$ cat config.mk
export PLATFORM = sky130hd
export DESIGN_NAME = false_color_pixel_map
export DESIGN_NICKNAME = d
export VERILOG_FILES = /design/src/hw/rtl/fcpm_pkg.sv /design/src/hw/rtl/false_color_pixel_map.sv
export SDC_FILE = /design/constraint.sdc
export NUM_CORES = 1
export LEC_CHECK = 0
export ABC_AREA = 1
export BUFFER_PORTS_ARGS = -buffer_cell sky130_fd_sc_hd__buf_2
export CAP_MARGIN = 20
export CORE_ASPECT_RATIO = 1.5
export CORE_MARGIN = 2
export CORE_UTILIZATION = 40
export CTS_CLUSTER_SIZE = 8
export DETAILED_ROUTE_END_ITERATION = 16
export SETUP_SLACK_MARGIN = 0.5
export SLEW_MARGIN = 20
export SYNTH_ARGS = -nofsm -noshare
export SYNTH_HDL_FRONTEND = slang
export SYNTH_SLANG_ARGS = --single-unit
$ cat constraint.sdc
create_clock -name clk_i -period 5.3 [get_ports clk_i]
set_clock_uncertainty 0.15 [all_clocks]
set_input_delay 1.06 -clock clk_i [delete_from_list [all_inputs] [get_ports clk_i]]
set_output_delay 1.06 -clock clk_i [all_outputs]
set_load 0.03 [all_outputs]
$ cat src/hw/rtl/fcpm_pkg.sv
`timescale 1ns / 1ps

package fcpm_pkg;

  // palette map codes; code 7 passes the pixel through
  typedef enum logic [2:0] {
    MAP_WHITE  = 3'd0,
    MAP_BLACK  = 3'd1,
    MAP_EXPRED = 3'd2,
    MAP_FIERY  = 3'd3,
    MAP_ORANGE = 3'd4,
    MAP_AZURE  = 3'd5,
    MAP_PURPLE = 3'd6
  } fcpm_map_e;

  // configuration register indexes
  typedef enum logic [1:0] {
    REG_RED_MAP   = 2'd0,
    REG_GREEN_MAP = 2'd1,
    REG_BLUE_MAP  = 2'd2
  } fcpm_reg_e;

  typedef struct packed {
    logic [7:0] in_red;
    logic [7:0] in_green;
    logic [7:0] in_blue;
  } fcpm_pix_in_t;

  typedef struct packed {
    logic [7:0] out_red;
    logic [7:0] out_green;
    logic [7:0] out_blue;
  } fcpm_pix_out_t;

  localparam int unsigned FieryStep = 256 / 3;
  localparam logic [7:0] FieryStep8   = 8'(FieryStep);
  localparam logic [7:0] FieryStep2x8 = 8'(2 * FieryStep);

  localparam logic [7:0] ExpredMin      = 8'd4;
  localparam logic [7:0] ExpredLowGreen = 8'd88;
  localparam logic [7:0] OrangeBlue     = 8'd99;
  localparam logic [7:0] AzureGreenBase = 8'd128;
  localparam logic [7:0] PurpleRedBase  = 8'd112;
  localparam logic [7:0] PurpleGrnBase  = 8'd37;

  // reciprocal multipliers, exact over 0..255
  localparam logic [7:0] Recip3  = 8'd171;   // v/3 = (v*171) >> 9
  localparam logic [8:0] Recip7  = 9'd293;   // v/7 = (v*293) >> 11

  // floor(2^(v/32))
  localparam logic [7:0] ExpTab [256] = '{
    8'd1,8'd1,8'd1,8'd1,8'd1,8'd1,8'd1,8'd1,8'd1,8'd1,8'd1,8'd1,8'd1,8'd1,8'd1,8'd1,
    8'd1,8'd1,8'd1,8'd1,8'd1,8'd1,8'd1,8'd1,8'd1,8'd1,8'd1,8'd1,8'd1,8'd1,8'd1,8'd1,
    8'd2,8'd2,8'd2,8'd2,8'd2,8'd2,8'd2,8'd2,8'd2,8'd2,8'd2,8'd2,8'd2,8'd2,8'd2,8'd2,
    8'd2,8'd2,8'd2,8'd3,8'd3,8'd3,8'd3,8'd3,8'd3,8'd3,8'd3,8'd3,8'd3,8'd3,8'd3,8'd3,
    8'd4,8'd4,8'd4,8'd4,8'd4,8'd4,8'd4,8'd4,8'd4,8'd4,8'd4,8'd5,8'd5,8'd5,8'd5,8'd5,
    8'd5,8'd5,8'd5,8'd6,8'd6,8'd6,8'd6,8'd6,8'd6,8'd6,8'd7,8'd7,8'd7,8'd7,8'd7,8'd7,
    8'd8,8'd8,8'd8,8'd8,8'd8,8'd8,8'd9,8'd9,8'd9,8'd9,8'd9,8'd10,8'd10,8'd10,8'd10,8'd11,
    8'd11,8'd11,8'd11,8'd12,8'd12,8'd12,8'd12,8'd13,8'd13,8'd13,8'd14,8'd14,8'd14,8'd14,
    8'd15,8'd15,
    8'd16,8'd16,8'd16,8'd17,8'd17,8'd17,8'd18,8'd18,8'd19,8'd19,8'd19,8'd20,8'd20,8'd21,
    8'd21,8'd22,
    8'd22,8'd23,8'd23,8'd24,8'd24,8'd25,8'd25,8'd26,8'd26,8'd27,8'd28,8'd28,8'd29,8'd29,
    8'd30,8'd31,
    8'd32,8'd32,8'd33,8'd34,8'd34,8'd35,8'd36,8'd37,8'd38,8'd38,8'd39,8'd40,8'd41,8'd42,
    8'd43,8'd44,
    8'd45,8'd46,8'd47,8'd48,8'd49,8'd50,8'd51,8'd52,8'd53,8'd54,8'd56,8'd57,8'd58,8'd59,
    8'd61,8'd62,
    8'd64,8'd65,8'd66,8'd68,8'd69,8'd71,8'd72,8'd74,8'd76,8'd77,8'd79,8'd81,8'd82,8'd84,
    8'd86,8'd88,
    8'd90,8'd92,8'd94,8'd96,8'd98,8'd100,8'd103,8'd105,8'd107,8'd109,8'd112,8'd114,
    8'd117,8'd119,8'd122,8'd125,
    8'd128,8'd130,8'd133,8'd136,8'd139,8'd142,8'd145,8'd148,8'd152,8'd155,8'd158,8'd162,
    8'd165,8'd169,8'd173,8'd177,
    8'd181,8'd184,8'd189,8'd193,8'd197,8'd201,8'd206,8'd210,8'd215,8'd219,8'd224,8'd229,
    8'd234,8'd239,8'd245,8'd250
  };

endpackage

$ cat src/hw/rtl/false_color_pixel_map.sv
`timescale 1ns / 1ps

// channel   direction  handshake                  payload
// in        input      in_valid_i / in_stall_o    in_pix_i   (fcpm_pix_in_t)
// out       output     out_valid_o / out_stall_i  out_pix_o  (fcpm_pix_out_t)
// cfg       input      cfg_valid_i / cfg_ready_o  cfg_index_i, cfg_data_i
//
// an accepted item goes from the input register through the single pass of
// map logic into the result register, waiting while that one is stalled;
// one item per cycle sustained while out_stall_i is low
// reset clears valid flags and all three map registers to white
// a stalled result holds its register; the input register still empties into
// the result register whenever that one is free, so the input side stalls
// only when both registers are full

module false_color_pixel_map (
  input  logic                   clk_i,
  input  logic                   rst_ni,
  input  logic                   in_valid_i,
  output logic                   in_stall_o,
  input  fcpm_pkg::fcpm_pix_in_t in_pix_i,
  output logic                   out_valid_o,
  input  logic                   out_stall_i,
  output fcpm_pkg::fcpm_pix_out_t out_pix_o,
  input  logic                   cfg_valid_i,
  output logic                   cfg_ready_o,
  input  logic [1:0]             cfg_index_i,
  input  logic [2:0]             cfg_data_i
);
  import fcpm_pkg::*;

  // configuration registers
  logic [2:0] red_map_q, green_map_q, blue_map_q;

  // input register
  logic         s1_valid_q;
  fcpm_pix_in_t s1_pix_q;

  // result register
  logic          out_valid_q;
  fcpm_pix_out_t out_pix_q, out_pix_d;

  logic out_free;   // result register can take an item this cycle
  logic s1_move;    // input register hands its item on
  logic s1_load;    // new item accepted

  assign cfg_ready_o = 1'b1;

  assign out_free   = !out_valid_q || !out_stall_i;
  assign s1_move    = s1_valid_q && out_free;
  assign in_stall_o = s1_valid_q && !out_free;
  assign s1_load    = in_valid_i && !in_stall_o;

  // writes beyond the register list fall into the default arm and are dropped
  always_ff @(posedge clk_i or negedge rst_ni) begin
    if (!rst_ni) begin
      red_map_q   <= 3'd0;
      green_map_q <= 3'd0;
      blue_map_q  <= 3'd0;
    end else if (cfg_valid_i && cfg_ready_o) begin
      unique case (fcpm_reg_e'(cfg_index_i))
        REG_RED_MAP:   red_map_q   <= cfg_data_i;
        REG_GREEN_MAP: green_map_q <= cfg_data_i;
        REG_BLUE_MAP:  blue_map_q  <= cfg_data_i;
        default: ;
      endcase
    end
  end

  always_ff @(posedge clk_i or negedge rst_ni) begin
    if (!rst_ni) begin
      s1_valid_q  <= 1'b0;
      out_valid_q <= 1'b0;
    end else begin
      if (s1_load) begin
        s1_valid_q <= 1'b1;
      end else if (s1_move) begin
        s1_valid_q <= 1'b0;
      end
      if (s1_move) begin
        out_valid_q <= 1'b1;
      end else if (!out_stall_i) begin
        out_valid_q <= 1'b0;
      end
    end
  end

  always_ff @(posedge clk_i) begin
    if (s1_load) begin
      s1_pix_q <= in_pix_i;
    end
    if (s1_move) begin
      out_pix_q <= out_pix_d;
    end
  end

  // ---- map logic ----
  logic [7:0]  lvl;        // level taken from the first nonzero channel
  logic [2:0]  code;       // map code of that channel
  logic        all_zero;
  logic [7:0]  e_val;      // exponential of the level
  logic [7:0]  fiery_rem;
  logic [7:0]  fiery_sh;
  logic [15:0] div3_prod;
  logic [16:0] div7_prod;
  logic [7:0]  lvl_div2, lvl_div3, lvl_div7;

  always_comb begin
    all_zero = 1'b0;
    priority if (s1_pix_q.in_red != 8'd0) begin
      lvl  = s1_pix_q.in_red;
      code = red_map_q;
    end else if (s1_pix_q.in_green != 8'd0) begin
      lvl  = s1_pix_q.in_green;
      code = green_map_q;
    end else begin
      lvl      = s1_pix_q.in_blue;
      code     = blue_map_q;
      all_zero = (s1_pix_q.in_blue == 8'd0);
    end
  end

  assign e_val     = ExpTab[lvl];
  assign div3_prod = 16'(lvl) * 16'(Recip3);
  assign div7_prod = 17'(lvl) * 17'(Recip7);
  assign lvl_div2  = {1'b0, lvl[7:1]};
  assign lvl_div3  = 8'(div3_prod >> 9);
  assign lvl_div7  = 8'(div7_prod >> 11);

  // fiery band: below one step, one to two steps, two steps and up
  always_comb begin
    if (e_val >= FieryStep2x8) begin
      fiery_rem = e_val - FieryStep2x8;
    end else if (e_val >= FieryStep8) begin
      fiery_rem = e_val - FieryStep8;
    end else begin
      fiery_rem = e_val;
    end
    fiery_sh = 8'({fiery_rem, 1'b0} + {1'b0, fiery_rem});
  end

  always_comb begin
    if (all_zero) begin
      out_pix_d = '0;
    end else begin
      unique case (fcpm_map_e'(code))
        MAP_WHITE: out_pix_d = '{8'd255, 8'd255, 8'd255};
        MAP_BLACK: out_pix_d = '{8'd0, 8'd0, 8'd0};
        MAP_EXPRED: begin
          if (e_val < ExpredMin) begin
            out_pix_d = '{8'd0, ExpredLowGreen, 8'd255};
          end else begin
            out_pix_d = '{e_val, 8'd0, 8'd0};
          end
        end
        MAP_FIERY: begin
          if (e_val >= FieryStep2x8) begin
            out_pix_d = '{8'd255, 8'd255, fiery_sh};
          end else if (e_val >= FieryStep8) begin
            out_pix_d = '{8'd255, fiery_sh, 8'd0};
          end else begin
            out_pix_d = '{fiery_sh, 8'd0, 8'd0};
          end
        end
        MAP_ORANGE: out_pix_d = '{8'd255, lvl_div2, OrangeBlue};
        MAP_AZURE:  out_pix_d = '{lvl_div3, AzureGreenBase + lvl_div2, 8'd255};
        MAP_PURPLE: out_pix_d = '{PurpleRedBase + lvl_div7,
                                  PurpleGrnBase + lvl_div2, 8'd255};
        // unused code: pixel passes through
        default:    out_pix_d = '{s1_pix_q.in_red, s1_pix_q.in_green, s1_pix_q.in_blue};
      endcase
    end
  end

  assign out_valid_o = out_valid_q;
  assign out_pix_o   = out_pix_q;

  // ---- assertions ----
  a_stall_needs_item: assert property (@(posedge clk_i) disable iff (!rst_ni)
    in_stall_o |-> s1_valid_q && out_valid_q)
    else $error("input stalled without both registers full");

  a_held_item_kept: assert property (@(posedge clk_i) disable iff (!rst_ni)
    in_stall_o |=> s1_valid_q)
    else $error("stalled input item lost");

  a_free_slot_filled: assert property (@(posedge clk_i) disable iff (!rst_ni)
    s1_valid_q && !out_valid_q |=> out_valid_q)
    else $error("item not moved into free result register");

  a_black_passes: assert property (@(posedge clk_i) disable iff (!rst_ni)
    s1_move && all_zero |=> out_pix_q == '0)
    else $error("all-zero pixel not passed as black");

endmodule

==> results of run 1 <==
path summary, 6_finish.rpt:
check | endpoint | depth (start not counted) | start | slack, ns
setup / recovery | out_pix_o[22] | 32 | s1_pix_q[14] | -0.03
hold / removal | out_valid_o | 2 | s1_valid_q | 0.33
setup reg to reg | out_pix_o[22] | 32 | s1_pix_q[14] | -0.03
hold reg to reg | out_valid_o | 2 | s1_valid_q | 0.33
max in group asynchronous | blue_map_q[1] | 1 | rst_ni | 4.37
min in group asynchronous | s1_valid_q | 1 | rst_ni | 0.43
kinds of logic after synthesis:
kind of cell	Yosys count	synth area share, %
compound gates	141	12.4
simple gates	376	27.6
xor+xnor	11	1.52
other cells	1	0.0548
flops	59	25.1
fa+ha+maj	115	22.9
buf+inv	166	10.4
what timing repair did:
item                                   in CTS  in global routing
pin swaps                                  43                 59
endpoints found under the hold margin       0                  0
resized for setup                          42                112
setup buffers                              30                 16
gates cloned                                0                  0
setup endpoints to repair                  19                 21
hold buffers                                0                  0
stage by stage:
step                hold slack [ns]  utilization [%]  std cells
finish                        0.325             56.9       1298
global route                  0.342             56.9       1298
CTS                           0.331             53.3       1282
detailed placement            0.316             49.1       1236
global placement              0.305             49.1       1236
floorplan                     0.283                -        869
registers in the layout (all words and copies together), names as in the netlist:
| name | flops |
|---|---|
| out_valid_o | 1 |
| out_pix_o | 24 |
| blue_map_q | 3 |
| red_map_q | 3 |
| green_map_q | 3 |
| s1_valid_q | 1 |
| s1_pix_q | 24 |
cell type report:
cell class | instances | area (sq um)
clock buffer | 9 | 225
clock inverter | 7 | 51.3
fill | 1529 | 7220
inverter | 150 | 581
multi-input combinational | 644 | 5110
sequential | 59 | 1720
tap | 210 | 263
timing repair buffer | 219 | 1600
critical path: cells and delay by family, from the launching register on:
family	cells	cell delay, ns
xor+xnor	1	0.14
simple gates	11	1.33
buf+inv	6	0.35
flops	1	0.39
compound gates	8	0.95
fa+ha+maj	6	1.73
cell usage after synthesis (4+ instances only):
cell	number	share of area, %
nand2_4	12	2.0
or2_2	4	0.37
clkbuf_1	4	0.22
buf_4	4	0.44
dfrtp_1	11	4.0
nand2_1	167	9.2
a221oi_1	7	0.90
nor2_2	6	0.55
o22ai_1	5	0.46
a21oi_1	42	3.1
inv_2	10	0.55
xor2_1	9	1.2
nand3_2	12	1.8
nand4_1	6	0.55
a21oi_2	6	0.77
nand3_1	64	4.7
fa_1	17	5.0
nand2_2	26	2.4
a31oi_1	5	0.46
nor3_1	11	0.80
ha_1	98	18
nor2_1	53	2.9
edfxtp_1	48	21
o21ai_0	52	3.8
buf_6	6	0.99
inv_1	137	7.5
o21ai_1	6	0.44
report_power, final:
part	internal [W]	total [W]	leakage, nW	switching, W
clock	0.000319	0.000533	0.140	0.000214
sequential	0.000590	0.000616	0.594	0.0000264
combinational	0.000789	0.00179	3.99	0.000997
total	0.00170	0.00294	4.73	0.00124
per-layer routing:
layer | global-route usage [%] | vias to the layer above
met5 | 0 | -
met4 | 12.7 | 0
met3 | 2.18 | 81
met2 | 43.2 | 225
met1 | 24.8 | 3152
li1 | - | 3315
==> results by group, run 1 <==
STA
  • Slew HR: 38.1%
  • Final worst slack: -0.0325 ns
  • Final setup vio count: 1
  • Final Max Slew Viols: 0
  • Min cycle time layout: 5.33 ns
  • Hold Violations, Final: 0
  • Tcrit/Tclk final: 101%
  • Max Fclk: about 190 MHz
  • Slew @ Worst Pin: 0.920 ns
  • Setup tns final: -0.0325 ns
  • RSZ-0062 raised after global routing: true

Route
  • Number of DRC markers in iteration 0: approximately 330
  • Detailed Routing Iterations Pass 1: 9
  • DRC: 0
  • Met2 Routed Length: 11,400 um
  • Wl on met1: 7990 um
  • Vias/cell: approximately 5.2
  • ANT nets after route: 0
  • Routed WL: 21,400 um
  • Top Metal Used: met4
  • Met3 wire length: 783 um
  • Vias: roughly 6,800
  • DR WL/cell: between 15 and 20 um

Yosys
  • Post-synthesis instance area: 6840 sq um
  • Syn. warnings: 0
  • Syn nets: 1,018
  • Gate Count Post-Synth: slightly below 900
  • #FFs+latches synth: 59
  • Most used DFF post-synth: edfxtp_1
  • Ys async rst share: 18.6%
  • Yosys cell types: 55
  • Sequential area share after synthesis: roughly 25%
  • Number of synthesized flops with an enable pin: 48
  • Synth Area per Inst: 7.87 sq um

Clock tree
  • CTS tree: done
  • Clock transition at the registers of the reported paths: 0.06 ns
  • Root buf cell: clkbuf_16
  • Clock sinks: 59
  • H-Tree Depth: 3
  • Cts bufs inserted: 9
  • Worst-Skew Late Latency: roughly 0.33 ns
  • Clock buffer depth: 2

Global routing
  • First-pass GRT wire length: 33,000 um
  • Gr usage total: approximately 23%
  • Global route overflow: 0
  • Number of global-route vias before repair: 6,694
  • Initial antenna violation count: 0
  • Largest net degree at the start of global routing: 25

Placed design
  • Worst slack, placed: -0.151 ns
  • GPL Wtd Cong: 0.960
  • HPWL Detailed: 16,700 um
  • Placed Area: 8230 sq um
  • Port Buffers: slightly below 60

Critical path
  • CP max stage delay: 0.51 ns
  • Critical-path top delay cell: fa_1
  • Critical path class: flip-flop to flip-flop
  • CP most frequent cell: ha_4
  • Crit path required time: between 5 and 6 ns
  • Worst Path Max Fanout: 4
  • CP Capture Type: flip-flop
  • CP Data Arrival Time: 5.25 ns
  • Worst Setup Start Kind: flip-flop

Power
  • Pleak: approximately 4.7 nW
  • P per Cell Area: approximately 310 nW/um^2
  • Power after layout: between 0.002 and 0.003 W
  • VDD IR max: 0.209 mV

Floorplan
  • Site Rows: 58
  • Initial Util: between 40% and 50%
  • Die extent in y: 164 um
  • Ports: 61
  • Die width: 111 um
  • Die ar.: 18,200 sq um
  • Core ar.: 16,800 sq um

Hold path
  • Worst Hold Class: flip-flop to flip-flop

Cells and area
  • Ratio of cells with drive above 1 in the final layout: 40.2%
  • Final Instance Area: 9540 sq um
  • Layout Nets: 1,232
  • Commonest non-fill, non-tap cells in the layout: nand2_1, buf_4, inv_1
  • Commonest non-fill, non-tap cell in the layout: nand2_1
  • Area Overhead vs Synth: 39.5%
  • Diodes inserted: 0

Run status
  • Status: finished, violations left
  • Failing checks: negative setup slack

Run
  • Max-cap violation count: 0
(Power assumes the default switching activity.)
==> run 2: changes to the inputs <==
--- a/config.mk
+++ b/config.mk
@@ -10,9 +10,10 @@
 export CAP_MARGIN = 20
 export CORE_ASPECT_RATIO = 1.5
 export CORE_MARGIN = 2
-export CORE_UTILIZATION = 40
+export CORE_UTILIZATION = 45
 export CTS_CLUSTER_SIZE = 8
 export DETAILED_ROUTE_END_ITERATION = 16
+export PLACE_DENSITY = 0.65
 export SETUP_SLACK_MARGIN = 0.5
 export SLEW_MARGIN = 20
 export SYNTH_ARGS = -nofsm -noshare
==> results by group, run 2 (same netlist as run 1, synthesis figures left out) <==
Route
  • DRC: 0 (unchanged)
  • Vias: 6,789 (+0.24%)
  • Routed WL: 21,000 um (-2.0%)
  • ANT nets after route: 0 (unchanged)
  • Detailed Routing Iterations Pass 1: 5 (-4)
  • DR WL/cell: 16.3 um (-0.92%)
  • Number of DRC markers in iteration 0: 413 (+26%)
  • Vias/cell: 5.29 (+1.3%)

Critical path
  • CP Data Arrival Time: 5.31 ns (+0.06 ns)
  • Top delay family on crit path: adder cells
  • Worst Setup Start Kind: flip-flop
  • Worst-case reg-to-reg path depth: 29 (-9.4%)
  • Worst reg2reg setup slack: -0.09 ns (-0.06 ns)
  • Critical path class: flip-flop to flip-flop
  • Crit path capture: out_pix_o[21]
  • CP max stage delay: 0.59 ns (+0.08 ns)
  • CP startpoint: s1_pix_q[22]
  • Worst Path Max Fanout: 8 (+4)
  • Critical-path top delay cell: fa_1
  • Crit path depth: 29 (-9.4%)
  • CP Capture Type: flip-flop
  • Crit path buf inv count: 4 (-2)
  • CP most frequent cell: nand2_2
  • Crit path required time: 5.21 ns (about the same)
  • R2R Path End: out_pix_o[21]
  • Worst R2R Start: s1_pix_q[22]

Placed design
  • GPL Wtd Cong: 0.936 (-2.5%)
  • HPWL Detailed: 16,200 um (-3.0%)
  • Port Buffers: 59 (unchanged)
  • Placed Instances: 1,220 (-1.3%)

Clock tree
  • Worst-Skew Late Latency: 0.32 ns (about the same)
  • Post-CTS Hold Fix Bufs: 0 (unchanged)
  • Cts bufs inserted: 9 (unchanged)
  • Clock transition at the registers of the reported paths: 0.05 ns (about the same)
  • Clock sinks: 59 (unchanged)
  • CTS tree: done
  • Root buf cell: clkbuf_16
  • Clock buffer depth: 2 (unchanged)
  • H-Tree Depth: 3 (unchanged)

Global routing
  • First-pass GRT wire length: 32,000 um (-2.9%)
  • Number of global-route vias before repair: 6,589 (-1.6%)
  • Gr usage total: 25.0% (+2.2 points)
  • Global route overflow: 0 (unchanged)
  • Largest net degree at the start of global routing: 25 (unchanged)
  • Initial antenna violation count: 0 (unchanged)

Floorplan
  • Die extent in y: 155 um (-5.6%)
  • Die width: 105 um (-5.5%)
  • Initial Util: 45.6% (+4.8 points)
  • Core ar.: 15,000 sq um (-11%)
  • Site Rows: 55 (-5.2%)
  • Die ar.: 16,200 sq um (-11%)
  • Ports: 61 (unchanged)

Run
  • Max-cap violation count: 0 (unchanged)

STA
  • Slew HR: 39.2% (+1.1 points)
  • RSZ-0062 raised after global routing: true
  • Max Fclk: 185 MHz (-1.2%)
  • Slew @ Worst Pin: 0.912 ns (-0.00843 ns)
  • Hold Violations, Final: 0 (unchanged)
  • Final setup vio count: 3 (+2)
  • Tcrit/Tclk final: 102% (+1.2 points)
  • Min cycle time layout: 5.39 ns (+0.0622 ns)
  • Final worst slack: -0.0947 ns (-0.0622 ns)
  • Final Max Slew Viols: 0 (unchanged)

Power
  • P per Cell Area: 302 nW/um^2 (-1.7%)
  • Pleak: 4.67 nW (-1.3%)
  • VDD IR max: 0.226 mV (+8.1%)

Run status
  • Status: finished, violations left
  • Failing checks: negative setup slack

Cells and area
  • Area Overhead vs Synth: 37.2%
  • Diodes inserted: 0 (unchanged)
  • Fin cells: 1,284 (-1.1%)
  • Commonest non-fill, non-tap cell in the layout: buf_4
  • Layout Nets: 1,229 (-0.24%)
  • Commonest non-fill, non-tap cells in the layout: buf_4, nand2_1, inv_1
  • Fin util: 62.6% (+5.6 points)
  • Ratio of cells with drive above 1 in the final layout: 40.6% (+0.39 points)

Hold path
  • Worst Hold Class: flip-flop to flip-flop
  • Worst Hold Path Cells: 2 (unchanged)
## run 2: how the worst min path moves through the flow
stage	from	end	slack, ns
finish	s1_valid_q	out_valid_o	0.33
CTS	s1_valid_q	out_valid_o	0.33
global placement	s1_valid_q	out_valid_o	0.31
detailed placement	s1_valid_q	out_valid_o	0.32
global route	blue_map_q[0]	blue_map_q[0]	0.37
floorplan	s1_valid_q	out_valid_o	0.28
## run 2: through the flow
step | setup WS, ns | instance area, sq um | TNS (ns) | total power (W) | hold WS, ns
after global placement | 0.0127 | 8180 | 0 | 0.00195 | 0.310
final | -0.0947 | 9390 | -0.145 | 0.00284 | 0.331
after CTS | 0.0242 | 8880 | 0 | 0.00264 | 0.331
after detailed placement | -0.0709 | 8180 | -0.173 | 0.00198 | 0.315
after floorplan | -0.122 | 6960 | -0.340 | 0.00154 | 0.283
after global routing | -0.310 | 9390 | -1.97 | 0.00304 | 0.367
## run 2: tightest hold or removal path, cell delays in order (launching register included)
cell and delay [ns]:
dfrtp_1 0.32, inv_1 0.06, nand2_1 0.06
## run 2: area by class of cell
cell class	instances	area, sq um
fillers	1319	5620
clock inverters	5	30.0
clock buffers	11	233
repair buffers	216	1520
inverters	150	576
flip-flops and latches	59	1720
well taps	199	249
multi-input cells	644	5060
## run 2: repair_timing
action | in CTS | in global routing
pin swaps | 30 | 53
gates cloned | 0 | 0
resized for setup | 46 | 96
setup endpoints to repair | 20 | 21
setup buffers | 33 | 15
## run 2: routing by layer
layer  vias to the layer above  wire length (um)  global-route usage, %
li1                       3312                 -                      -
met1                      3172              7680                   27.0
met2                       222             11100                   46.7
met3                        83               850                   3.23
met4                         0              1270                   13.8
met5                         -                 0                      0
## run 2: power breakdown
group          internal, W  switching, W
sequential        0.000590     0.0000277
clock             0.000313      0.000197
combinational     0.000739      0.000972
